$ cat config.mk
export PLATFORM = sky130hd
export DESIGN_NAME = mik_prep
export DESIGN_NICKNAME = d
export VERILOG_FILES = /design/src/rtl/core/mecanum_inverse_kinematics_unit_defines.svh /design/src/rtl/core/mik_pkg.sv /design/src/rtl/core/mik_prep.sv
export SDC_FILE = /design/constraint.sdc
export NUM_CORES = 2
export LEC_CHECK = 0
export ABC_AREA = 1
export BUFFER_PORTS_ARGS = -buffer_cell sky130_fd_sc_hd__buf_2
export CAP_MARGIN = 5
export CORE_MARGIN = 3
export CORE_UTILIZATION = 40
export CTS_BUF_LIST = sky130_fd_sc_hd__clkbuf_8
export DETAILED_ROUTE_END_ITERATION = 8
export PLACE_DENSITY = 0.68
export REMOVE_ABC_BUFFERS = 1
export SLEW_MARGIN = 25
export SYNTH_ARGS = -nofsm -noshare
export SYNTH_HDL_FRONTEND = slang
export SYNTH_SLANG_ARGS = --single-unit
$ cat constraint.sdc
create_clock -name clk -period 10.92 [get_ports clk]
set_input_delay 1.092 -clock clk [delete_from_list [all_inputs] [get_ports clk]]
set_output_delay 1.092 -clock clk [all_outputs]
set_load 0.005 [all_outputs]
$ cat src/rtl/core/mecanum_inverse_kinematics_unit_defines.svh
// Assertion macros shared by the mecanum inverse kinematics RTL.
`ifndef MECANUM_INVERSE_KINEMATICS_UNIT_DEFINES_SVH
`define MECANUM_INVERSE_KINEMATICS_UNIT_DEFINES_SVH

// Same-cycle implication, sampled on clk and disabled during reset.
`define MIK_ASSERT_IMP(lbl, ante, cons, msg) \
	lbl: assert property (@(posedge clk) disable iff (!arst_n) (ante) |-> (cons)) \
		else $error(msg);

// Next-cycle implication, sampled on clk and disabled during reset.
`define MIK_ASSERT_NXT(lbl, ante, cons, msg) \
	lbl: assert property (@(posedge clk) disable iff (!arst_n) (ante) |=> (cons)) \
		else $error(msg);

`endif

$ cat src/rtl/core/mik_pkg.sv
// Types and constants shared by the mecanum inverse kinematics pipeline.
`default_nettype none
package mik_pkg;

	localparam int VEL_WIDTH = 16;
	localparam int MAG_W     = VEL_WIDTH;
	localparam int SQ_W      = 2 * VEL_WIDTH;
	localparam int LIM_W     = 15;
	localparam int OFS_W     = 12;
	localparam int GAIN_W    = 32;
	localparam int TMO_W     = 16;
	localparam int AGE_W     = 16;
	localparam int OUT_W     = 32;
	localparam int IDX_W     = 8;
	localparam int DATA_W    = 32;

	// Division by 1000 as a reciprocal multiply, exact for products below 2^KWP_W.
	localparam int KWP_W    = OFS_W + LIM_W;
	localparam int RECIP_SH = KWP_W + 10;
	localparam int RECIP_W  = RECIP_SH - 9;
	localparam logic [RECIP_W-1:0] RECIP_1000 =
		RECIP_W'(((64'd1 << RECIP_SH) + 64'd999) / 64'd1000);
	localparam int KWQ_W = KWP_W + RECIP_W;
	localparam int KW_W  = KWP_W - 9;

	localparam int SUM_W = ((MAG_W > KW_W) ? MAG_W + 1 : KW_W + 1) + 2;
	localparam int GAIN_FRAC = 16;

	typedef enum logic [IDX_W-1:0] {
		REG_LIN_LIMIT  = 8'd0,
		REG_TURN_LIMIT = 8'd1,
		REG_OFFSET     = 8'd2,
		REG_GAIN       = 8'd3,
		REG_TIMEOUT    = 8'd4
	} reg_idx_t;

	typedef struct packed {
		logic signed [VEL_WIDTH-1:0] vel_x;
		logic signed [VEL_WIDTH-1:0] vel_y;
		logic signed [VEL_WIDTH-1:0] turn_rate;
		logic        [AGE_W-1:0]     command_age;
	} cmd_t;

	typedef struct packed {
		logic signed [OUT_W-1:0] front_left_rate;
		logic signed [OUT_W-1:0] front_right_rate;
		logic signed [OUT_W-1:0] rear_left_rate;
		logic signed [OUT_W-1:0] rear_right_rate;
		logic                    braked;
	} wheel_t;

	typedef struct packed {
		logic [LIM_W-1:0]  lin_speed_limit;
		logic [LIM_W-1:0]  turn_rate_limit;
		logic [OFS_W-1:0]  wheel_offset_sum;
		logic [GAIN_W-1:0] wheel_gain;
		logic [TMO_W-1:0]  timeout_ms;
	} cfg_t;

	// Data that rides alongside the square root and the scaling divider.
	typedef struct packed {
		logic             sx;
		logic             sy;
		logic             sw;
		logic [MAG_W-1:0] ax;
		logic [MAG_W-1:0] ay;
		logic [KW_W-1:0]  kw;
		logic             stale;
	} side_t;

endpackage
`default_nettype wire

$ cat src/rtl/core/mik_prep.sv
// Front stages: magnitudes, yaw clamp, staleness, squares and the yaw term.
`default_nettype none
module mik_prep
	import mik_pkg::*;
(
	input  wire logic        clk,
	input  wire logic        arst_n,
	input  wire cfg_t        cfg,
	input  wire logic        in_valid,
	output logic             in_ready,
	input  wire cmd_t        in_data,
	output logic             out_valid,
	input  wire logic        out_ready,
	output logic [SQ_W-1:0]  out_sq,
	output side_t            out_side
);

	logic             vld_s1, vld_s2, vld_s3;
	logic             rdy1, rdy2, rdy3;
	logic [MAG_W-1:0] ax, ay, aw;
	logic [LIM_W-1:0] awc;
	logic             over;

	side_t             side_s1, side_s2, side_s3;
	logic [LIM_W-1:0]  awc_s1;
	logic [SQ_W-1:0]   sqx_s2, sqy_s2, sum_s3;
	logic [KWP_W-1:0]  kwp_s2;
	logic [KWQ_W-1:0]  kwq_s3;

	assign rdy3     = !vld_s3 || out_ready;
	assign rdy2     = !vld_s2 || rdy3;
	assign rdy1     = !vld_s1 || rdy2;
	assign in_ready = rdy1;

	assign ax   = in_data.vel_x[VEL_WIDTH-1] ? (~in_data.vel_x + 1'b1) : in_data.vel_x;
	assign ay   = in_data.vel_y[VEL_WIDTH-1] ? (~in_data.vel_y + 1'b1) : in_data.vel_y;
	assign aw   = in_data.turn_rate[VEL_WIDTH-1] ?
		(~in_data.turn_rate + 1'b1) : in_data.turn_rate;
	assign over = 32'(aw) > 32'(cfg.turn_rate_limit);
	assign awc  = over ? cfg.turn_rate_limit : LIM_W'(aw);

	always_ff @(posedge clk or negedge arst_n) begin
		if (!arst_n) begin
			vld_s1 <= 1'b0;
			vld_s2 <= 1'b0;
			vld_s3 <= 1'b0;
		end else begin
			if (rdy1) vld_s1 <= in_valid;
			if (rdy2) vld_s2 <= vld_s1;
			if (rdy3) vld_s3 <= vld_s2;
		end
	end

	always_ff @(posedge clk) begin
		if (rdy1) begin
			side_s1.sx    <= in_data.vel_x[VEL_WIDTH-1];
			side_s1.sy    <= in_data.vel_y[VEL_WIDTH-1];
			side_s1.sw    <= in_data.turn_rate[VEL_WIDTH-1];
			side_s1.ax    <= ax;
			side_s1.ay    <= ay;
			side_s1.kw    <= '0;
			side_s1.stale <= in_data.command_age > cfg.timeout_ms;
			awc_s1        <= awc;
		end
		if (rdy2) begin
			side_s2 <= side_s1;
			sqx_s2  <= SQ_W'(side_s1.ax) * SQ_W'(side_s1.ax);
			sqy_s2  <= SQ_W'(side_s1.ay) * SQ_W'(side_s1.ay);
			kwp_s2  <= KWP_W'(cfg.wheel_offset_sum) * KWP_W'(awc_s1);
		end
		if (rdy3) begin
			side_s3 <= side_s2;
			sum_s3  <= sqx_s2 + sqy_s2;
			kwq_s3  <= KWQ_W'(kwp_s2) * KWQ_W'(RECIP_1000);
		end
	end

	assign out_valid = vld_s3;
	assign out_sq    = sum_s3;

	always_comb begin
		out_side    = side_s3;
		out_side.kw = KW_W'(kwq_s3 >> RECIP_SH);
	end

endmodule
`default_nettype wire

* After elaboration in Yosys (flattened, before gate mapping)
Index checks and enable logic that the tools add are counted.
Operators by class: reductions and logical operators 6, magnitude comparators 2, mux-type cells 4, $add $sub $neg 4, multiply operators 4, bitwise gates (word level) 3
Operator list (number):
- multiplier 16 x 16 -> 32 bit | 2
- multiplier 27 x 27 -> 54 bit, second input constant | 1
- adder 16 x 1 -> 16 bit, second input constant | 3
- inverter 16 bit | 3
- two-way mux 15 bit | 3
- adder 32 bit | 1
- multiplier 12 x 15 -> 27 bit | 1
- greater-than comparator 16 x 15 -> 1 bit | 1
- greater-than comparator 16 bit | 1
- two-way mux 16 bit | 1
- zero test 1 bit | 3
- logical OR 1 bit | 3
Word-level totals: bits in registers 303, word-level logic and storage cells 52, input port bits 158, output and inout bits 88

* Longest topological paths before layout
word-level depth 5, depth in mapped cells 27, depth with buffers taken out 25

* Worst setup path after synthesis
OpenSTA, ideal clock, no wires.
path kind input to register, start point input out_ready, end point register kwp_s2[0], enable pin, arrival time 5.647 ns, buffers on the path 0, slack 4.796 ns, required time 10.444 ns, cell stages on the path 4, setup time 0.476 ns, path through inv_1 > nand2_1 > nor2_1 > inv_1
On the way: cells in the longest elaborated chain, start to end 2
Ends and longest elaborated chain:
- from (decl) | RTL line mik_prep.sv:13 | input wire logic out_ready,
- logical OR 1 bit | RTL line mik_prep.sv:30 | assign rdy3 = !vld_s3 || out_ready;
- named net rdy3 | RTL line mik_prep.sv:19 | logic rdy1, rdy2, rdy3;
- logical OR 1 bit | RTL line mik_prep.sv:31 | assign rdy2 = !vld_s2 || rdy3;
- named net rdy2 | RTL line mik_prep.sv:19
- to (signal assigned) | RTL line mik_prep.sv:69 | kwp_s2 <= KWP_W'(cfg.wheel_offset_sum) * KWP_W'(awc_s1);
- to (decl) | RTL line mik_prep.sv:27 | logic [KWP_W-1:0] kwp_s2;
The timed path passes the listed nets, and every way through them passes these cells. A chain may end at the register's enable or synchronous reset.

* Worst setup path in the final report
start point register side_s1[28] (netlist bit), end point register sqy_s2[30] (data pin)
On the way: cells in the longest elaborated chain, start to end 1
Ends and longest elaborated chain:
- from (decl) | RTL line mik_prep.sv:24 | side_t side_s1, side_s2, side_s3;
- multiplier 16 x 16 -> 32 bit | RTL line mik_prep.sv:68 | sqy_s2 <= SQ_W'(side_s1.ay) * SQ_W'(side_s1.ay);
- to (signal assigned) | RTL line mik_prep.sv:68
- to (decl) | RTL line mik_prep.sv:26 | logic [SQ_W-1:0] sqx_s2, sqy_s2, sum_s3;
Every way passes these cells.

==> flow_summary_export.csv <==
group,metric,value,unit
outcome,outcome,"complete, no violations",
clock_tree,holdBufCountCts,0,
timing,slew_violations,0,
setup_path,cp.arrival,6710,ps
yosys,avgSynthCellArea,8.70,um2
timing,rsz0062_at_grt,"false",
timing,finalSetupViolations,0,
timing,fmax,0.160,GHz
yosys,synthArstFlopShare,0.0114,
clock_tree,post_cts_resized,0,
grt,grt_pass1_vias,35963,
setup_path,crit_family,"adder cells",
timing,hold_viol_final,0,
clock_tree,cts_root_buf,"clkbuf_8",
setup_path,critPathMaxFanout,17,
grt,grt_overflow,0,
clock_tree,insertion_delay,710,ps
yosys,ys_seq_elements,263,
die,initial_utilization,0.406,
setup_path,path_common_cell,"inv_1",
setup_path,cp_data_required_time,11390,ps
timing,clock_skew,82.2,ps
grt,antenna_found_initial,4,
yosys,ys.warnings.count,0,
clock_tree,path_clk_slew,60,ps
routing,antenna_left,0,
timing,period_share,0.572,
finish,fillCellCount,10776,
min_path,min_path_type,"in2async",
placement,gp_congestion,0.939,
placement,dpl-instance-area,0.0471,mm2
setup_path,crit_path_max_incr_delay,750,ps
die,core-area,0.110,mm2
clock_tree,cts_setup_buffers,0,
routing,route.detailed.drc,0,
finish,nNetsFinal,6738,
run,max_cap_viol_count,0,
timing,hold-worst-slack,174,ps
placement,port_buffers,198,
setup_path,r2r-start,"side_s1[28]",
timing,relSlewSlack,0.391,
setup_path,reg2reg_to,"sqy_s2[30]",
clock_tree,cts.sink_count,263,
clock_tree,cts_max_path_buffers,3,
routing,wire_per_inst,15.9,um
setup_path,crit_type,"reg2reg",
die,fp.dieH,340,um
setup_path,critPathSlowestCell,"edfxtp_1",
finish,drive_gt1_frac,0.0558,
clock_tree,cts_buffers,51,
setup_path,cp_cell_sequence,"nand2_1 > inv_1 > fa_1 > inv_1 > fa_1 > inv_1 > fa_1 > inv_1 > fa_1 > inv_1 > fa_1 > inv_1 > fa_1 > inv_1 > ha_1 > nand2_1 > nor2_1 > nand2_1 > o21ai_0 > nand4_1 > nand3_1 > nand2_1",
clock_tree,cts_tree,"yes",
setup_path,reg2reg_depth,22,
die,io_pins,246,
routing,wirelength,108000,um
yosys,ys_types,46,
placement,dp_slack,4700,ps
finish,stdcell_area,0.0481,mm2
timing,worst_slew_pin_slew,914,ps
setup_path,cp_num_buf_inv,7,
die,die_area,0.115,mm2
placement,dpl.hpwl,91100,um
yosys,synthFlopType,"edfxtp_1",
clock_tree,cts_htree_levels,2,
grt,grt_max_degree,74,
finish,multi_input_area,0.0310,mm2
yosys,syn_inst,5122,
yosys,ys_seq_area_frac,0.177,
grt,grt_pass1_wl,180000,um
timing,min_period,6240,ps
finish,regArea,0.00788,mm2
setup_path,r2r_slack,4680,ps
die,fp.dieW,340,um
yosys,synth_edf_count,260,
routing,via_per_inst,4.88,
timing,finalSetupTns,0,ps
die,row_count,121,
setup_path,crit_path_start_kind,"flop",
grt,grt_usage,0.193,
routing,vias,33184,
timing,finalWorstSetupSlack,4680,ps
routing,first_iter_violations,1851,
yosys,syn_area,0.0445,mm2
routing,drt_pre_antenna_iters,5,
finish,area_growth,7.98,%
setup_path,end_kind,"flop",
[worst register-to-register path: stages (launching register included)]
cell and delay [ps]:
edfxtp_1 750, nand2_1 250, inv_1 80, fa_1 510, inv_1 60, fa_1 530
inv_1 60, fa_1 500, inv_1 50, fa_1 530, inv_1 50, fa_1 480
inv_1 50, fa_1 480, inv_1 40, ha_1 340, nand2_1 130, nor2_1 150
nand2_1 60, o21ai_0 500, nand4_1 230, nand3_1 120, nand2_1 60
[Yosys cell counts, types with 2 or more instances]
cell type  instances  area [um2]
nand2_1          965        3620
nand2_4            2        22.5
buf_1              2        7.51
a21boi_0           6        45.0
nand3b_1           7        52.6
o211ai_1           6        45.0
a21o_1            16         120
dfrtp_1            3        75.1
ha_1             618        7730
a31oi_1           11        68.8
nand4_1           38         238
nor3_1            46         230
o21ai_1            3        15.0
a31o_2             2        17.5
nor2_2             3        18.8
or2_2              6        37.5
edfxtp_1         260        7810
a21oi_1          219        1100
clkbuf_1          87         327
fa_1             679       13600
o21ai_0          127         636
inv_1           1415        5310
xor2_1           114         998
buf_2              3        15.0
and2_1             3        18.8
o21bai_1          15         113
nor4_1            10        62.6
xnor2_1           37         324
a21boi_2           2        22.5
o21a_1            18         135
nor2_1           267        1000
nand3_1          118         591
[per-layer routing]
metal / global-route usage / up-vias / wire length (um)
met5: 0 / - / 11
met3: 0.0285 / 209 / 6000
li1: - / 15905 / -
met4: 0.0665 / 2 / 3500
met1: 0.243 / 16212 / 45400
met2: 0.339 / 856 / 53100
[layout make-up]
cell class | instances | area share
flip-flops and latches | 263 | 0.164
clock buffers | 51 | 0.0146
inverters | 1416 | 0.111
repair buffers | 201 | 0.0211
well taps | 1476 | 0.0384
diodes | 2 | 0.000104
multi-input cells | 3350 | 0.644
clock inverters | 39 | 0.00689
[metrics by stage]
stage,util,std cells
global placement,0.429,6706
floorplan,-,5029
global route,0.439,6798
CTS,0.439,6796
finish,0.439,6798
detailed placement,0.429,6706
[worst max path at each step]
stage,from,endpoint,depth (start not counted)
after detailed placement,side_s1[27],sqy_s2[30],22
after CTS,side_s1[28],sqy_s2[30],22
final,side_s1[28],sqy_s2[30],22
after global routing,side_s1[28],sqy_s2[30],22
after global placement,side_s1[27],sqy_s2[30],22
after floorplan,out_ready,kwp_s2[0],4
[flip-flops by register name (all words and copies together) (netlist names)]
register,cells
vld_s2,1
sqx_s2,30
side_s2,36
out_valid,1
awc_s1,15
kwq_s3,18
out_side,36
kwp_s2,27
out_sq,32
vld_s1,1
sqy_s2,30
side_s1,36
[layout by cell type, fill, tap and decap left out, types with 7 or more instances in the layout]
cell type and n:
inv_1 1425, nand2_1 963, fa_1 679, ha_1 618, nor2_1 267, edfxtp_1 260
a21oi_1 219, buf_2 198, o21ai_0 127, nand3_1 118, xor2_1 114, clkbuf_8 51
nor3_1 46, nand4_1 38, xnor2_1 37, o21a_1 18, a21o_1 16, o21bai_1 15
a31oi_1 11, nor4_1 10, clkinv_1 10, nand3b_1 7
[cell families after synthesis]
logic type / synth area share
buffers and inverters: 0.127
AND/OR/NAND/NOR: 0.135
adder cells (fa/ha/maj): 0.479
AO/OA/AOI/OAI: 0.0523
flip-flops: 0.177
XOR/XNOR: 0.0297
Power is not shown: default switching activity piles up to over one toggle a cycle in this logic, so the estimate is an artifact.
