===== src/rtl/core/mecanum_inverse_kinematics_unit_defines.svh =====
// Assertion macros shared by the mecanum inverse kinematics RTL.
`ifndef MECANUM_INVERSE_KINEMATICS_UNIT_DEFINES_SVH
`define MECANUM_INVERSE_KINEMATICS_UNIT_DEFINES_SVH

// Same-cycle implication, sampled on clk and disabled during reset.
`define MIK_ASSERT_IMP(lbl, ante, cons, msg) \
	lbl: assert property (@(posedge clk) disable iff (!arst_n) (ante) |-> (cons)) \
		else $error(msg);

// Next-cycle implication, sampled on clk and disabled during reset.
`define MIK_ASSERT_NXT(lbl, ante, cons, msg) \
	lbl: assert property (@(posedge clk) disable iff (!arst_n) (ante) |=> (cons)) \
		else $error(msg);

`endif


===== src/rtl/core/mik_pkg.sv =====
// Types and constants shared by the mecanum inverse kinematics pipeline.
`default_nettype none
package mik_pkg;

	localparam int VEL_WIDTH = 16;
	localparam int MAG_W     = VEL_WIDTH;
	localparam int SQ_W      = 2 * VEL_WIDTH;
	localparam int LIM_W     = 15;
	localparam int OFS_W     = 12;
	localparam int GAIN_W    = 32;
	localparam int TMO_W     = 16;
	localparam int AGE_W     = 16;
	localparam int OUT_W     = 32;
	localparam int IDX_W     = 8;
	localparam int DATA_W    = 32;

	// Division by 1000 as a reciprocal multiply, exact for products below 2^KWP_W.
	localparam int KWP_W    = OFS_W + LIM_W;
	localparam int RECIP_SH = KWP_W + 10;
	localparam int RECIP_W  = RECIP_SH - 9;
	localparam logic [RECIP_W-1:0] RECIP_1000 =
		RECIP_W'(((64'd1 << RECIP_SH) + 64'd999) / 64'd1000);
	localparam int KWQ_W = KWP_W + RECIP_W;
	localparam int KW_W  = KWP_W - 9;

	localparam int SUM_W = ((MAG_W > KW_W) ? MAG_W + 1 : KW_W + 1) + 2;
	localparam int GAIN_FRAC = 16;

	typedef enum logic [IDX_W-1:0] {
		REG_LIN_LIMIT  = 8'd0,
		REG_TURN_LIMIT = 8'd1,
		REG_OFFSET     = 8'd2,
		REG_GAIN       = 8'd3,
		REG_TIMEOUT    = 8'd4
	} reg_idx_t;

	typedef struct packed {
		logic signed [VEL_WIDTH-1:0] vel_x;
		logic signed [VEL_WIDTH-1:0] vel_y;
		logic signed [VEL_WIDTH-1:0] turn_rate;
		logic        [AGE_W-1:0]     command_age;
	} cmd_t;

	typedef struct packed {
		logic signed [OUT_W-1:0] front_left_rate;
		logic signed [OUT_W-1:0] front_right_rate;
		logic signed [OUT_W-1:0] rear_left_rate;
		logic signed [OUT_W-1:0] rear_right_rate;
		logic                    braked;
	} wheel_t;

	typedef struct packed {
		logic [LIM_W-1:0]  lin_speed_limit;
		logic [LIM_W-1:0]  turn_rate_limit;
		logic [OFS_W-1:0]  wheel_offset_sum;
		logic [GAIN_W-1:0] wheel_gain;
		logic [TMO_W-1:0]  timeout_ms;
	} cfg_t;

	// Data that rides alongside the square root and the scaling divider.
	typedef struct packed {
		logic             sx;
		logic             sy;
		logic             sw;
		logic [MAG_W-1:0] ax;
		logic [MAG_W-1:0] ay;
		logic [KW_W-1:0]  kw;
		logic             stale;
	} side_t;

endpackage
`default_nettype wire


===== src/rtl/core/mik_scale.sv =====
// Planar speed limit: component times limit, divided by the magnitude bit by bit.
`default_nettype none
module mik_scale
	import mik_pkg::*;
(
	input  wire logic         clk,
	input  wire logic         arst_n,
	input  wire cfg_t         cfg,
	input  wire logic         in_valid,
	output logic              in_ready,
	input  wire logic [MAG_W-1:0] in_root,
	input  wire side_t        in_side,
	output logic              out_valid,
	input  wire logic         out_ready,
	output side_t             out_side
);

	localparam int N  = LIM_W + 1;
	localparam int PW = MAG_W + LIM_W;

	logic [N-1:0]      vld_s;
	logic [N-1:0]      rdy;
	logic [MAG_W-1:0]  m_s    [N];
	logic [MAG_W-1:0]  remx_s [N];
	logic [MAG_W-1:0]  remy_s [N];
	logic [LIM_W-1:0]  dlx_s  [N];
	logic [LIM_W-1:0]  dly_s  [N];
	logic [LIM_W-1:0]  qx_s   [N];
	logic [LIM_W-1:0]  qy_s   [N];
	logic [N-1:0]      need_s;
	side_t             side_s [N];

	logic [PW-1:0]     px, py;

	assign in_ready = rdy[0];
	assign px = PW'(in_side.ax) * PW'(cfg.lin_speed_limit);
	assign py = PW'(in_side.ay) * PW'(cfg.lin_speed_limit);

	for (genvar i = 0; i < N; i++) begin : g_stage
		logic nxt_rdy;

		if (i == N - 1) begin : g_last
			assign nxt_rdy = out_ready;
		end else begin : g_mid
			assign nxt_rdy = rdy[i+1];
		end
		assign rdy[i] = !vld_s[i] || nxt_rdy;

		if (i == 0) begin : g_mult
			always_ff @(posedge clk or negedge arst_n) begin
				if (!arst_n) begin
					vld_s[i] <= 1'b0;
				end else if (rdy[i]) begin
					vld_s[i] <= in_valid;
				end
			end

			always_ff @(posedge clk) begin
				if (rdy[i]) begin
					m_s[i]    <= in_root;
					need_s[i] <= 32'(in_root) > 32'(cfg.lin_speed_limit);
					remx_s[i] <= px[PW-1:LIM_W];
					remy_s[i] <= py[PW-1:LIM_W];
					dlx_s[i]  <= px[LIM_W-1:0];
					dly_s[i]  <= py[LIM_W-1:0];
					qx_s[i]   <= '0;
					qy_s[i]   <= '0;
					side_s[i] <= in_side;
				end
			end
		end else begin : g_div
			logic [MAG_W:0] tx, ty;
			logic           gx, gy;

			assign tx = {remx_s[i-1], dlx_s[i-1][LIM_W-1]};
			assign ty = {remy_s[i-1], dly_s[i-1][LIM_W-1]};
			assign gx = tx >= {1'b0, m_s[i-1]};
			assign gy = ty >= {1'b0, m_s[i-1]};

			always_ff @(posedge clk or negedge arst_n) begin
				if (!arst_n) begin
					vld_s[i] <= 1'b0;
				end else if (rdy[i]) begin
					vld_s[i] <= vld_s[i-1];
				end
			end

			always_ff @(posedge clk) begin
				if (rdy[i]) begin
					m_s[i]    <= m_s[i-1];
					need_s[i] <= need_s[i-1];
					remx_s[i] <= gx ? MAG_W'(tx - {1'b0, m_s[i-1]}) : MAG_W'(tx);
					remy_s[i] <= gy ? MAG_W'(ty - {1'b0, m_s[i-1]}) : MAG_W'(ty);
					dlx_s[i]  <= dlx_s[i-1] << 1;
					dly_s[i]  <= dly_s[i-1] << 1;
					qx_s[i]   <= {qx_s[i-1][LIM_W-2:0], gx};
					qy_s[i]   <= {qy_s[i-1][LIM_W-2:0], gy};
					side_s[i] <= side_s[i-1];
				end
			end
		end
	end

	assign out_valid = vld_s[N-1];

	always_comb begin
		out_side = side_s[N-1];
		if (need_s[N-1]) begin
			out_side.ax = MAG_W'(qx_s[N-1]);
			out_side.ay = MAG_W'(qy_s[N-1]);
		end
	end

endmodule
`default_nettype wire


===== config.mk =====
export PLATFORM = sky130hd
export DESIGN_NAME = mik_scale
export DESIGN_NICKNAME = d
export VERILOG_FILES = /design/src/rtl/core/mecanum_inverse_kinematics_unit_defines.svh /design/src/rtl/core/mik_pkg.sv /design/src/rtl/core/mik_scale.sv
export SDC_FILE = /design/constraint.sdc
export NUM_CORES = 2
export LEC_CHECK = 0
export ABC_AREA = 1
export BUFFER_PORTS_ARGS = -buffer_cell sky130_fd_sc_hd__buf_2
export CAP_MARGIN = 10
export CELL_PAD_IN_SITES_DETAIL_PLACEMENT = 1
export CELL_PAD_IN_SITES_GLOBAL_PLACEMENT = 1
export CORE_MARGIN = 2
export CORE_UTILIZATION = 40
export DETAILED_ROUTE_END_ITERATION = 8
export PLACE_DENSITY = 0.65
export REMOVE_ABC_BUFFERS = 1
export SLEW_MARGIN = 20
export SYNTH_ARGS = -nofsm -noshare
export SYNTH_HDL_FRONTEND = slang
export SYNTH_SLANG_ARGS = --single-unit

===== constraint.sdc =====
create_clock -name clk -period 19 [get_ports clk]
set_input_delay 0.95 -clock clk [delete_from_list [all_inputs] [get_ports clk]]
set_output_delay 0.95 -clock clk [all_outputs]
set_load 0.05 [all_outputs]

Word-level counts from Yosys, hierarchy flattened
Memories as Yosys holds them, arrays and structs flattened.
Index checks and enable logic that the tools add are counted.
{ "word_totals": {"ff_bits": 32, "out_inout_bits": 56, "mem_bits_rw": 2592, "n_memories": 8, "word_cells": 198} }
{ "mem_list": {"columns": ["memory", "words", "width", "rd", "rd_clocked_by_memory_dff", "write_ports", "line", "source"], "rows": [
  ["side_s", 16, 54, 16, 0, 16, "mik_scale.sv:31", "side_t side_s [N];"],
  ["m_s", 16, 16, 15, 0, 16, "mik_scale.sv:23", "logic [MAG_W-1:0] m_s [N];"],
  ["remx_s", 16, 16, 15, 0, 16, "mik_scale.sv:24", "logic [MAG_W-1:0] remx_s [N];"],
  ["remy_s", 16, 16, 15, 0, 16, "mik_scale.sv:25", "logic [MAG_W-1:0] remy_s [N];"],
  ["dlx_s", 16, 15, 15, 0, 16, "mik_scale.sv:26", "logic [LIM_W-1:0] dlx_s [N];"],
  ["dly_s", 16, 15, 15, 0, 16, "mik_scale.sv:27", "logic [LIM_W-1:0] dly_s [N];"],
  ["+2 memories", null, null, null, null, null, null, null]
]} }
{ "classes": {"mux": 63, "n_reduce_logical": 32, "multipliers": 2, "magnitude_cmp": 31, "add_sub_neg": 30} }
{ "ops": {"columns": ["op", "n"], "rows": [
  ["greater-or-equal comparator 17 x 16 -> 1 bit", 30],
  ["2-to-1 mux 16 bit", 30],
  ["subtractor 16 bit", 30],
  ["multiplier 16 x 15 -> 31 bit", 2],
  ["2-to-1 mux 1 bit", 32],
  ["2-to-1 mux 32 bit", 1],
  ["> comparator 16 x 15 -> 1 bit", 1],
  ["zero test 1 bit", 16],
  ["logical OR 1 bit", 16]
]} }

Logic depth before layout (Yosys ltp)
{ "depth": {"word_depth": 19, "ltp_mapped": 27, "ltp_nobuf": 25} }

Worst setup path before layout
Ideal clock, no wire load.
{ "synth_path": {"path_kind": "input -> register", "start": "input out_ready", "end": "memory dlx_s[0][0], enable pin", "setup_ns": 1.305, "slack_ns": 8.222, "path_buffers": 0, "required_ns": 17.695, "t_arrival_ns": 9.473, "cell_stages": 8, "cell_sequence": "inv_1 nand4_4 nor3_4 nand4_4 nor2_4 nand4_4 nor2_4 nand4_2"} }
{ "synth_rtl": {"columns": ["item", "line", "source"], "rows": [
  ["start, declared", "mik_scale.sv:14", "input wire logic out_ready,"],
  ["end, declared", "mik_scale.sv:26", null]
]} }

==> results.py <==
metrics = {
    "cts": {
        "clockRootBuffer": "clkbuf_16",
        "clkLatencyLatePin_ps": 920,
        "cts_buffer_depth": 4,
        "cts_tree": "built",
        "path_clk_slew_ps": 60,
        "cts_buffers": 229,
        "cts.sinks": 2096,
        "cts_setup_buffers": 0,
        "hold_buffers": 0,
        "cts_resized": 0,
        "htreeDepth": 4,
    },
    "worst_setup_path": {
        "required_ps": 19610,
        "cp-end-kind": "register",
        "critPathMaxFanout": 33,
        "critical_path_class": "input pin to register",
        "worst_setup_path_start_kind": "input pin",
        "cp.arrival_ps": 6830,
    },
    "detailed_routing": {
        "drc": 0,
        "drt_iter0_markers": 4224,
        "viasPerCell": 5.02,
        "vias": 68000,
        "wl_per_cell_um": 20.7,
        "finalWirelength_um": 281000,
        "final_antenna_net_count": 0,
        "drt_pass1_iterations": 5,
    },
    "placement": {
        "dp.final_hpwl_um": 218000,
        "gp_congestion": 0.893,
        "numPlacedInstances": 13100,
        "portBuffers": 144,
    },
    "sta": {
        "slew-limit-headroom_pct": 31.0,
        "skew_ps": 75.6,
        "rsz0062_at_grt": "no",
        "finalSetupViolations": 0,
        "period_needed_ps": 6220,
        "worst_pin_slew_ps": 1040,
        "finalMaxSlewViolations": 0,
        "fmax_mhz": 161,
        "setup_tns_ps": 0,
        "post-route-period-util_pct": 32.7,
        "hold_violations": 0,
    },
    "finish": {
        "fin_cells": 13600,
        "nNetsFinal": 10900,
        "layout_commonest_cell": "edfxtp_1",
        "final_util_pct": 44.7,
        "area_delta_synth_final_pct": 11.1,
        "final_cell_mix": "2080 x edfxtp_1, 2054 x nand2_1, 1292 x inv_1",
        "drive_gt1_share_pct": 9.03,
    },
    "yosys": {
        "synth_warnings": 0,
        "synth_seq_cells": 2096,
        "synth_seq_area_share_pct": 57.0,
        "synth_edf_count": 2080,
        "ys_types": 60,
        "syn_area_um2": 110000,
        "ys_async_sr_fraction_pct": 0.763,
        "avgSynthCellArea_um2": 11.7,
        "ys.flop_type": "edfxtp_1",
        "synthCells": 9447,
    },
    "global_route": {
        "grt_usage_pct": 20.1,
        "top_usage_layer": "met2",
        "grt_util_met2_pct": 32.6,
        "grt_util_met3_pct": 2.64,
        "grt.met1_usage_pct": 27.4,
        "antenna_found_initial": 33,
        "grt_pass1_wl_um": 430000,
        "grt_pass1_vias": 72400,
        "grt-ovfl-total": 0,
        "grt_max_degree": 118,
    },
    "floorplanning": {
        "die_height_um": 529,
        "die_area_um2": 280000,
        "core_um2": 274000,
        "fp-row-count": 192,
        "die_w_um": 529,
        "start_util_pct": 40.2,
        "ios": 220,
    },
    "flow_run": {
        "maxCapViolCount": 0,
    },
    "status": {
        "outcome": "completed",
    },
    "worst_hold_path": {
        "hp-class": "input pin to async pin",
    },
}
-- metal layers --
layer | vias to the layer above | share of wire, %
met2 | 1215 | 46
li1 | 32600 | -
met5 | - | 0.0096
met1 | 33700 | 45
met3 | 463 | 4.4
met4 | 4 | 3.9
-- layout make-up --
cell class / count / area, µm²
inverters: 1297 / 4890
flip-flops and latches: 2096 / 62900
well taps: 3686 / 4610
fillers: 29000 / 152000
diodes: 4 / 10.0
repair buffers: 192 / 1110
clock inverters: 150 / 1640
multi-input cells: 5853 / 41500
clock buffers: 273 / 5940
-- worst max-delay path, stage by stage --
cell	delay [ps]
buf_2	640
nand2_1	200
fa_1	540
fa_1	510
inv_1	50
fa_1	470
fa_1	520
fa_1	560
inv_1	60
fa_1	540
inv_1	40
ha_1	370
a21oi_1	290
o21ai_0	140
a21oi_1	150
inv_1	50
a21oi_1	340
o21ai_0	190
xor2_1	180
-- worst paths after layout --
path / end / startpoint / slack [ps] / cells after the start
max in group asynchronous: vld_s[2]$_DFFE_PN0P_ / arst_n / 18440 / 1
hold reg to reg: qy_s[1][31]$_DFFE_PP_ / qy_s[1][15]$_DFFE_PP_ / 380 / 0
hold / removal: out_valid$_DFFE_PN0P_ / arst_n / 80 / 1
setup reg to reg: dlx_s[0][7]$_DFFE_PP_ / out_valid$_DFFE_PN0P_ / 13930 / 11
min in group clk: m_s[0][8]$_DFFE_PP_ / in_root[8] / 230 / 1
setup / recovery: remy_s[0][12]$_DFFE_PP_ / cfg[83] / 12780 / 19
-- metrics by stage --
step / setup WS, ps / cell area (µm²) / hold slack (ps)
4_1_cts: 12840 / 123000 / 26.9
6_report: 12780 / 123000 / 83.9
2_1_floorplan: 8220 / 109000 / 400
5_1_grt: 12480 / 123000 / 82.3
3_5_place_dp: 11870 / 115000 / 405
3_3_place_gp: 11920 / 115000 / 400
-- kinds of logic (layout without fill, tap and decap cells) --
kind of cell | after synthesis | count (layout) | share of synthesized area [%]
buffers and inverters | 1498 | 1912 | 5.51
multiplexers | 30 | 30 | 0.306
flip-flops | 2096 | 2096 | 57.0
adder cells (fa/ha/maj) | 1073 | 1073 | 14.8
other | 0 | 4 | 0
XOR/XNOR | 372 | 372 | 2.95
AO/OA/AOI/OAI | 1016 | 1016 | 5.89
AND/OR/NAND/NOR | 3362 | 3362 | 13.6
-- registers in the layout, indices dropped and copies added, names as in the netlist --
name,flops
dlx_s,120
side_s,864
dly_s,120
need_s,16
remy_s,240
qx_s,120
remx_s,240
vld_s,15
qy_s,120
m_s,240
out_valid,1
-- synthesized netlist by cell type, types with 15 or more instances --
cell / number / area, µm²
edfxtp_1: 2080 / 62500
nand2_1: 2058 / 7720
inv_1: 1297 / 4870
ha_1: 685 / 8570
nand3_1: 627 / 3140
a21oi_1: 431 / 2160
fa_1: 388 / 7770
nor2_1: 336 / 1260
o21ai_0: 249 / 1250
xor2_1: 208 / 1820
xnor2_1: 164 / 1440
clkbuf_1: 97 / 364
a21o_1: 73 / 548
nand2_2: 67 / 419
nand4_1: 53 / 332
o21ai_1: 47 / 235
buf_4: 42 / 315
nand3b_1: 38 / 285
a31oi_1: 36 / 225
nand2_4: 35 / 394
buf_2: 31 / 155
mux2_2: 30 / 338
o21bai_4: 28 / 526
nor3_1: 27 / 135
nand3_2: 25 / 250
a31o_2: 21 / 184
a21oi_2: 20 / 175
buf_6: 19 / 214
nor3_2: 18 / 180
o211ai_1: 17 / 128
dfrtp_1: 16 / 400
o211a_1: 16 / 160
a21boi_1: 15 / 113
nor4_1: 15 / 93.8
Power is left out: the tool's default activity adds up to more than one toggle a clock period on the data nets, which glitch-free logic cannot reach.
