File: config.mk
export PLATFORM = sky130hd
export DESIGN_NAME = mik_sqrt
export DESIGN_NICKNAME = d
export VERILOG_FILES = /design/src/rtl/core/mik_pkg.sv /design/src/rtl/core/mik_sqrt.sv
export VERILOG_INCLUDE_DIRS = /design/src /design/src/rtl/core
export SDC_FILE = /design/constraint.sdc
export NUM_CORES = 1
export LEC_CHECK = 0
export BUFFER_PORTS_ARGS = -buffer_cell sky130_fd_sc_hd__clkbuf_2
export CAP_MARGIN = 10
export CORE_MARGIN = 2
export CORE_UTILIZATION = 48
export CTS_CLUSTER_SIZE = 12
export DETAILED_ROUTE_END_ITERATION = 12
export GPL_TIMING_DRIVEN = 0
export PLACE_DENSITY = 0.74
export SETUP_SLACK_MARGIN = 0.05
export SYNTH_ARGS = -nofsm -noshare
export SYNTH_HDL_FRONTEND = slang
export SYNTH_SLANG_ARGS = --single-unit
File: constraint.sdc
create_clock -name clk -period 40.6 [get_ports clk]
set_input_delay 6.09 -clock clk [delete_from_list [all_inputs] [get_ports clk]]
set_output_delay 6.09 -clock clk [all_outputs]
set_load 0.01 [all_outputs]
File: src/rtl/core/mecanum_inverse_kinematics_unit_defines.svh
// Assertion macros shared by the mecanum inverse kinematics RTL.
`ifndef MECANUM_INVERSE_KINEMATICS_UNIT_DEFINES_SVH
`define MECANUM_INVERSE_KINEMATICS_UNIT_DEFINES_SVH

// Same-cycle implication, sampled on clk and disabled during reset.
`define MIK_ASSERT_IMP(lbl, ante, cons, msg) \
	lbl: assert property (@(posedge clk) disable iff (!arst_n) (ante) |-> (cons)) \
		else $error(msg);

// Next-cycle implication, sampled on clk and disabled during reset.
`define MIK_ASSERT_NXT(lbl, ante, cons, msg) \
	lbl: assert property (@(posedge clk) disable iff (!arst_n) (ante) |=> (cons)) \
		else $error(msg);

`endif

File: src/rtl/core/mik_pkg.sv
// Types and constants shared by the mecanum inverse kinematics pipeline.
`default_nettype none
package mik_pkg;

	localparam int VEL_WIDTH = 16;
	localparam int MAG_W     = VEL_WIDTH;
	localparam int SQ_W      = 2 * VEL_WIDTH;
	localparam int LIM_W     = 15;
	localparam int OFS_W     = 12;
	localparam int GAIN_W    = 32;
	localparam int TMO_W     = 16;
	localparam int AGE_W     = 16;
	localparam int OUT_W     = 32;
	localparam int IDX_W     = 8;
	localparam int DATA_W    = 32;

	// Division by 1000 as a reciprocal multiply, exact for products below 2^KWP_W.
	localparam int KWP_W    = OFS_W + LIM_W;
	localparam int RECIP_SH = KWP_W + 10;
	localparam int RECIP_W  = RECIP_SH - 9;
	localparam logic [RECIP_W-1:0] RECIP_1000 =
		RECIP_W'(((64'd1 << RECIP_SH) + 64'd999) / 64'd1000);
	localparam int KWQ_W = KWP_W + RECIP_W;
	localparam int KW_W  = KWP_W - 9;

	localparam int SUM_W = ((MAG_W > KW_W) ? MAG_W + 1 : KW_W + 1) + 2;
	localparam int GAIN_FRAC = 16;

	typedef enum logic [IDX_W-1:0] {
		REG_LIN_LIMIT  = 8'd0,
		REG_TURN_LIMIT = 8'd1,
		REG_OFFSET     = 8'd2,
		REG_GAIN       = 8'd3,
		REG_TIMEOUT    = 8'd4
	} reg_idx_t;

	typedef struct packed {
		logic signed [VEL_WIDTH-1:0] vel_x;
		logic signed [VEL_WIDTH-1:0] vel_y;
		logic signed [VEL_WIDTH-1:0] turn_rate;
		logic        [AGE_W-1:0]     command_age;
	} cmd_t;

	typedef struct packed {
		logic signed [OUT_W-1:0] front_left_rate;
		logic signed [OUT_W-1:0] front_right_rate;
		logic signed [OUT_W-1:0] rear_left_rate;
		logic signed [OUT_W-1:0] rear_right_rate;
		logic                    braked;
	} wheel_t;

	typedef struct packed {
		logic [LIM_W-1:0]  lin_speed_limit;
		logic [LIM_W-1:0]  turn_rate_limit;
		logic [OFS_W-1:0]  wheel_offset_sum;
		logic [GAIN_W-1:0] wheel_gain;
		logic [TMO_W-1:0]  timeout_ms;
	} cfg_t;

	// Data that rides alongside the square root and the scaling divider.
	typedef struct packed {
		logic             sx;
		logic             sy;
		logic             sw;
		logic [MAG_W-1:0] ax;
		logic [MAG_W-1:0] ay;
		logic [KW_W-1:0]  kw;
		logic             stale;
	} side_t;

endpackage
`default_nettype wire

File: src/rtl/core/mik_sqrt.sv
// Integer square root, one result bit per pipeline stage.
`default_nettype none
`include "mecanum_inverse_kinematics_unit_defines.svh"
module mik_sqrt
	import mik_pkg::*;
(
	input  wire logic         clk,
	input  wire logic         arst_n,
	input  wire logic         in_valid,
	output logic              in_ready,
	input  wire logic [SQ_W-1:0] in_x,
	input  wire side_t        in_side,
	output logic              out_valid,
	input  wire logic         out_ready,
	output logic [MAG_W-1:0]  out_root,
	output side_t             out_side
);

	localparam int N  = SQ_W / 2;
	localparam int RW = MAG_W + 2;
	localparam int TW = RW + 2;

	logic [N-1:0]      vld_s;
	logic [N-1:0]      rdy;
	logic [SQ_W-1:0]   x_s    [N];
	logic [MAG_W-1:0]  root_s [N];
	logic [RW-1:0]     rem_s  [N];
	side_t             side_s [N];

	assign in_ready = rdy[0];

	for (genvar i = 0; i < N; i++) begin : g_stage
		logic              p_vld;
		logic [SQ_W-1:0]   p_x;
		logic [MAG_W-1:0]  p_root;
		logic [RW-1:0]     p_rem;
		side_t             p_side;
		logic              nxt_rdy;
		logic [TW-1:0]     t, trial;
		logic              ge;

		if (i == 0) begin : g_first
			assign p_vld  = in_valid;
			assign p_x    = in_x;
			assign p_root = '0;
			assign p_rem  = '0;
			assign p_side = in_side;
		end else begin : g_next
			assign p_vld  = vld_s[i-1];
			assign p_x    = x_s[i-1];
			assign p_root = root_s[i-1];
			assign p_rem  = rem_s[i-1];
			assign p_side = side_s[i-1];
		end

		if (i == N - 1) begin : g_last
			assign nxt_rdy = out_ready;
		end else begin : g_mid
			assign nxt_rdy = rdy[i+1];
		end

		assign rdy[i] = !vld_s[i] || nxt_rdy;
		assign t      = {p_rem, p_x[SQ_W-1 -: 2]};
		assign trial  = TW'({p_root, 2'b01});
		assign ge     = t >= trial;

		always_ff @(posedge clk or negedge arst_n) begin
			if (!arst_n) begin
				vld_s[i] <= 1'b0;
			end else if (rdy[i]) begin
				vld_s[i] <= p_vld;
			end
		end

		always_ff @(posedge clk) begin
			if (rdy[i]) begin
				x_s[i]    <= p_x << 2;
				root_s[i] <= {p_root[MAG_W-2:0], ge};
				rem_s[i]  <= ge ? RW'(t - trial) : RW'(t);
				side_s[i] <= p_side;
			end
		end
	end

	assign out_valid = vld_s[N-1];
	assign out_root  = root_s[N-1];
	assign out_side  = side_s[N-1];

	// The remainder of a correct root never exceeds twice the root.
	`MIK_ASSERT_IMP(a_sqrt_rem, out_valid, rem_s[N-1] <= RW'({out_root, 1'b0}), "sqrt remainder too large")

endmodule
`default_nettype wire

* After elaboration in Yosys (flattened, before gate mapping) *
Memories as Yosys holds them, arrays and structs flattened.
Index checks and enable logic that the tools add are counted.

cells by class
  order comparisons = 16
  reductions and logical operators = 32
  add/sub/neg operators = 16
  mux-type cells = 48

operators by type and width
  operator                                              number
  >= comparator 20 x 18 -> 1 bit                        15
  2-to-1 mux 18 bit                                     16
  subtractor 18 bit                                     15
  2-to-1 mux 1 bit                                      32
  logical NOT 1 bit                                     16
  logical OR 1 bit                                      16
  subtractor 2 x 1 -> 3 bit (second input constant)     1
  >= comparator 2 x 1 -> 1 bit (second input constant)  1

storage, ports and cells
  output and inout bits = 72
  bits in registers = 16
  memories kept = 4
  bits in writable memories = 1888
  input bits = 90

memories
  memory  depth  width  read ports  clocked after memory_dff  write ports  RTL line        text
  side_s  16     54     16          0                         16           mik_sqrt.sv:28  side_t side_s [N];
  x_s     16     30     15          0                         16           mik_sqrt.sv:25  logic [SQ_W-1:0] x_s [N];
  rem_s   16     18     15          0                         16           mik_sqrt.sv:27  logic [RW-1:0] rem_s [N];
  root_s  16     16     16          0                         16           mik_sqrt.sv:26  logic [MAG_W-1:0] root_s [N];

* Logic depth before layout (Yosys ltp) *
  word-level depth = 19
  gate-level depth with buffers = 12
  depth with buffers taken out = 10

* Worst setup path before layout *
No wires, ideal clock.

  path kind = input to output
  start = in out_ready
  end = out in_ready
  arrival time = 15.489 ns
  buffers on the path = 0
  setup slack = 19.021 ns
  stages on the path = 8
  cell sequence = and3b_1 -> nand2_1 -> nor2_1 -> inv_1 -> nor3_1 -> and2_1 -> nand4_1 -> or2_1

between the ends
  word-level cells in the longest chain between the ends = 16

ends and longest elaborated chain
  what                           RTL line        text
  from (decl)                    mik_sqrt.sv:14  input wire logic out_ready,
  logical OR 1 bit (5 in a row)  mik_sqrt.sv:62  assign rdy[i] = !vld_s[i] || nxt_rdy;
  via g_stage[10].nxt_rdy        mik_sqrt.sv:38  logic nxt_rdy;
  logical OR 1 bit               mik_sqrt.sv:62
  via g_stage[9].nxt_rdy         mik_sqrt.sv:38
  logical OR 1 bit (9 in a row)  mik_sqrt.sv:62
  via g_stage[0].nxt_rdy         mik_sqrt.sv:38
  logical OR 1 bit               mik_sqrt.sv:62
  to (decl)                      mik_sqrt.sv:10  output logic in_ready,

The timed path passes the listed nets, and every way through them passes these cells.

* Final worst setup path *
Ends and elaborated chain as after synthesis.

==> flow_results.xml <==
<?xml version="1.0" encoding="UTF-8"?>
<metrics>
  <group name="route">
    <metric name="antenna_nets_post_route" unit="">0</metric>
    <metric name="routed_wl" unit="um">81700</metric>
    <metric name="wl_per_cell" unit="um">16.2</metric>
    <metric name="num_vias" unit="">25200</metric>
    <metric name="drt_pre_antenna_iters" unit="">5</metric>
    <metric name="route.detailed.drc" unit="">0</metric>
    <metric name="detail_route.iter0.violations" unit="">1442</metric>
    <metric name="route.detailed.vias_per_inst" unit="">5.01</metric>
  </group>
  <group name="timing">
    <metric name="finalSetupViolCount" unit="">0</metric>
    <metric name="maxClockFrequency" unit="MHz">58.6</metric>
    <metric name="fin_skew" unit="ps">23.7</metric>
    <metric name="finalSetupTns" unit="ps">0</metric>
    <metric name="rsz0062_at_grt" unit="">no</metric>
    <metric name="min_period_over_period" unit="">0.420</metric>
    <metric name="slew_violations" unit="">0</metric>
    <metric name="report.final.hold_viol_count" unit="">0</metric>
    <metric name="fin_crit" unit="ps">17060</metric>
    <metric name="max-slew-margin-rel" unit="">0.393</metric>
    <metric name="worst_pin_slew" unit="ps">907</metric>
  </group>
  <group name="cts">
    <metric name="htree_num_levels" unit="">4</metric>
    <metric name="cts-buffers-inserted" unit="">155</metric>
    <metric name="tritoncts" unit="">built</metric>
    <metric name="post_cts.resized_instances" unit="">0</metric>
    <metric name="cts.clk_slew.worst_paths" unit="ps">60</metric>
    <metric name="numClockSinks" unit="">1506</metric>
    <metric name="post_cts_buffers" unit="">0</metric>
    <metric name="clock_tree.root_cell" unit="">sky130_fd_sc_hd__clkbuf_16</metric>
    <metric name="cts.path.max_buffers" unit="">3</metric>
    <metric name="clock_latency_reported_for_the_late_side_of_the_worst_skew_pair" unit="ps">750</metric>
    <metric name="cts-hold-fix-buffers" unit="">0</metric>
  </group>
  <group name="grt">
    <metric name="globalRoute.totalOverflow" unit="">0</metric>
    <metric name="grt_max_degree" unit="">73</metric>
    <metric name="global_routing_usage_summed_across_all_routing_layers" unit="">0.141</metric>
    <metric name="vias_in_the_first_global_route" unit="">25600</metric>
    <metric name="grt_antenna_before_repair" unit="">2</metric>
    <metric name="grt_pass1_wl" unit="um">131000</metric>
  </group>
  <group name="logic_synthesis">
    <metric name="synth_compound_area_frac" unit="">0.0456</metric>
    <metric name="synth_simple_gate_area_frac" unit="">0.0543</metric>
    <metric name="post_syn_area" unit="um^2">55300</metric>
    <metric name="post_synth_inst_count" unit="">3085</metric>
    <metric name="synth-edff-count" unit="">1490</metric>
    <metric name="synth-adder-area-share" unit="">0.0346</metric>
    <metric name="synth.mux.area_fraction" unit="">0.00738</metric>
    <metric name="synth_cell_type_count" unit="">77</metric>
    <metric name="yosysSeqAreaShare" unit="">0.816</metric>
    <metric name="synthFlopType" unit="">sky130_fd_sc_hd__edfxtp_1</metric>
    <metric name="ys_warn_count" unit="">0</metric>
    <metric name="synth_xor_xnor_area_share" unit="">0.0274</metric>
    <metric name="ys_seq_elements" unit="">1506</metric>
    <metric name="synthesized_net_count" unit="">3328</metric>
    <metric name="synth_async_sr_flop_share" unit="">0.0106</metric>
    <metric name="synth_top_family_by_area" unit="">simple AND/OR/NAND/NOR gates</metric>
    <metric name="syn-mean-instance-area" unit="um^2">17.9</metric>
  </group>
  <group name="final_layout">
    <metric name="layout-drive-gt1-share" unit="">0.121</metric>
    <metric name="number_of_fill_cells_in_the_layout" unit="">8489</metric>
    <metric name="layout-area-overhead-vs-synth" unit="%">14.2</metric>
    <metric name="final_nets" unit="">3667</metric>
    <metric name="layout.cell_area.non_filler" unit="um^2">63200</metric>
  </group>
  <group name="floorplanning">
    <metric name="die_x" unit="um">343</metric>
    <metric name="floorplan.initialDensity" unit="">0.484</metric>
    <metric name="floorplan.rows" unit="">124</metric>
    <metric name="die_area" unit="um^2">118000</metric>
    <metric name="coreArea" unit="um^2">114000</metric>
    <metric name="floorplan.io_pins" unit="">162</metric>
    <metric name="vertical_die_dimension" unit="um">343</metric>
  </group>
  <group name="place">
    <metric name="post-dp-hpwl" unit="um">53400</metric>
    <metric name="placedInstanceArea" unit="um^2">58600</metric>
    <metric name="io_buffer_count" unit="">161</metric>
    <metric name="gp_congestion" unit="">0.906</metric>
  </group>
  <group name="worst_setup_path">
    <metric name="worst_path_dominant_cell_family" unit="">simple AND/OR/NAND/NOR gates</metric>
    <metric name="worst-path-buf-inv" unit="">5</metric>
    <metric name="setup.worst_path.class" unit="">primary input to output pin</metric>
    <metric name="worstSetupStartpoint" unit="">out_ready</metric>
    <metric name="regToRegStartpoint" unit="">out_valid</metric>
    <metric name="r2r_setup_slack" unit="ps">35280</metric>
    <metric name="worstPathRequired" unit="ps">34510</metric>
    <metric name="startpoint_type" unit="">primary input</metric>
    <metric name="timing.rr.end" unit="">x_s[0][1]</metric>
    <metric name="worstPathMaxFanout" unit="">58</metric>
    <metric name="endpoint_kind" unit="">output pin</metric>
    <metric name="ff2ff_path_depth" unit="">10</metric>
    <metric name="worst_stage_delay_on_the_critical_path" unit="ps">660</metric>
    <metric name="crit_chain" unit="">clkbuf_2 -&gt; and3b_1 -&gt; nand2_4 -&gt; nor2_1 -&gt; inv_4 -&gt; nor3_1 -&gt; and2_1 -&gt; nand4_1 -&gt; buf_8 -&gt; or2_4 -&gt; buf_16 -&gt; clkbuf_2</metric>
    <metric name="worst_path_max_delay_cell" unit="">sky130_fd_sc_hd__nand4_1</metric>
    <metric name="crit_path_frequent_cell" unit="">sky130_fd_sc_hd__clkbuf_2</metric>
    <metric name="cp.arrival" unit="ps">10970</metric>
  </group>
  <group name="hold_path">
    <metric name="hp-class" unit="">flip-flop to flip-flop</metric>
    <metric name="min_delay_path_depth" unit="">0</metric>
    <metric name="hold_end" unit="">side_s[3][75]</metric>
    <metric name="min-delay-start" unit="">side_s[3][21]</metric>
  </group>
  <group name="pwr">
    <metric name="static_leakage" unit="uW">0.0242</metric>
    <metric name="worst_ir_drop_vdd" unit="mV">0.0434</metric>
    <metric name="pwr_density_cell" unit="nW/um^2">61.6</metric>
  </group>
  <group name="flow_run">
    <metric name="drv_cap" unit="">0</metric>
  </group>
  <group name="status">
    <metric name="status" unit="">finished, final reports clean</metric>
  </group>
</metrics>
## flip-flops by register name, indices dropped and copies added (netlist names)
name,cells
root_s,136
g_stage.p_vld,15
side_s,864
x_s,240
out_valid,1
rem_s,250
## layer usage
metal / wire length, um / global-route usage
met1: 32300 / 0.161
met2: 43600 / 0.258
met3: 3270 / 0.0276
met4: 2560 / 0.0622
met5: 0 / 0
## cell usage after synthesis (all sizes together) (7+ instances only)
cell | instances | area [um^2]
xnor2 | 92 | 806
o21a | 40 | 300
a211oi | 7 | 52.6
o211ai | 7 | 52.6
o21bai | 7 | 52.6
nand3b | 7 | 52.6
ha | 153 | 1910
and3 | 10 | 62.6
a21oi | 139 | 699
nand4 | 18 | 113
nand3 | 35 | 175
nand4b | 7 | 61.3
a31oi | 12 | 75.1
nor2 | 181 | 679
nor3 | 61 | 315
o31ai | 9 | 67.6
nand2b | 37 | 231
dfrtp | 16 | 400
and4 | 7 | 61.3
xor2 | 81 | 709
mux2 | 30 | 338
o31a | 9 | 78.8
or2 | 19 | 119
edfxtp | 1490 | 44700
a21o | 29 | 218
nand2 | 113 | 424
inv | 183 | 687
or3 | 24 | 155
nor4 | 20 | 125
clkbuf | 28 | 105
o21ai | 97 | 485
mux2i | 7 | 70.1
or4 | 17 | 135
nor2b | 21 | 131
## per-stage QoR
stage,cells,hold slack (ps),utilization,power [uW],setup WS (ps)
6_report,5028,406,0.552,3890,23540
5_1_grt,5027,411,0.552,4080,23210
4_1_cts,5027,409,0.552,3940,23490
3_5_place_dp,4779,405,0.513,2650,23610
3_3_place_gp,4758,401,0.507,2630,13920
2_1_floorplan,3085,400,-,2510,19020
## cell usage in the layout, fill, tap and decap left out, types with 12 or more instances in the layout
master	count
sky130_fd_sc_hd__or4_1	15
sky130_fd_sc_hd__nor2_1	181
sky130_fd_sc_hd__clkbuf_16	155
sky130_fd_sc_hd__o21a_1	40
sky130_fd_sc_hd__nand3_1	32
sky130_fd_sc_hd__inv_1	175
sky130_fd_sc_hd__a21o_1	29
sky130_fd_sc_hd__clkinv_1	19
sky130_fd_sc_hd__xnor2_1	92
sky130_fd_sc_hd__or3_1	23
sky130_fd_sc_hd__nand4_1	18
sky130_fd_sc_hd__nor2b_1	21
sky130_fd_sc_hd__nor3_1	59
sky130_fd_sc_hd__clkbuf_2	161
sky130_fd_sc_hd__o21ai_0	71
sky130_fd_sc_hd__edfxtp_1	1490
sky130_fd_sc_hd__nor4_1	20
sky130_fd_sc_hd__mux2_1	19
sky130_fd_sc_hd__nand2_1	108
sky130_fd_sc_hd__xor2_1	81
sky130_fd_sc_hd__a21oi_1	138
sky130_fd_sc_hd__buf_16	15
sky130_fd_sc_hd__nand2b_1	36
sky130_fd_sc_hd__dfrtp_1	16
sky130_fd_sc_hd__clkbuf_1	71
sky130_fd_sc_hd__or2_2	18
sky130_fd_sc_hd__o21ai_1	26
sky130_fd_sc_hd__ha_1	153
sky130_fd_sc_hd__a31oi_1	12
## layout make-up
type,instances,area [um^2],area share
Sequential cell,1506,45100,0.715
Timing Repair Buffer,182,1310,0.0207
Buffer,29,109,0.00172
Clock buffer,199,4050,0.0642
Clock inverter,49,514,0.00814
Tap cell,1512,1890,0.0299
Multi-Input combinational cell,1367,9450,0.150
Inverter,183,699,0.0111
Antenna cell,1,2.50,0.0000396
## worst max-delay path by stage
stage	to	cells past startpoint
finish	in_ready	12
detailed placement	in_ready	12
global route	in_ready	12
global placement	in_ready	10
CTS	in_ready	12
floorplan	in_ready	8
## power breakdown
| group | total (uW) | leakage, uW | switching (uW) | internal [uW] |
|---|---|---|---|---|
| Clock | 1270 | 0.00221 | 547 | 726 |
| Sequential | 2180 | 0.0154 | 114 | 2060 |
| Combinational | 443 | 0.00659 | 256 | 187 |
| Total | 3890 | 0.0242 | 917 | 2970 |
## cells by family (layout without fill, tap and decap cells)
kind of cell | after synthesis | count (layout)
and+or+nand+nor | 596 | 596
buffers and inverters | 212 | 642
AOI/OAI and AO/OA | 407 | 407
DFF | 1506 | 1506
other | 1 | 2
adders and majority gates | 153 | 153
muxes | 37 | 37
xor gates and xnor gates | 173 | 173
(Power assumes the default switching activity.)
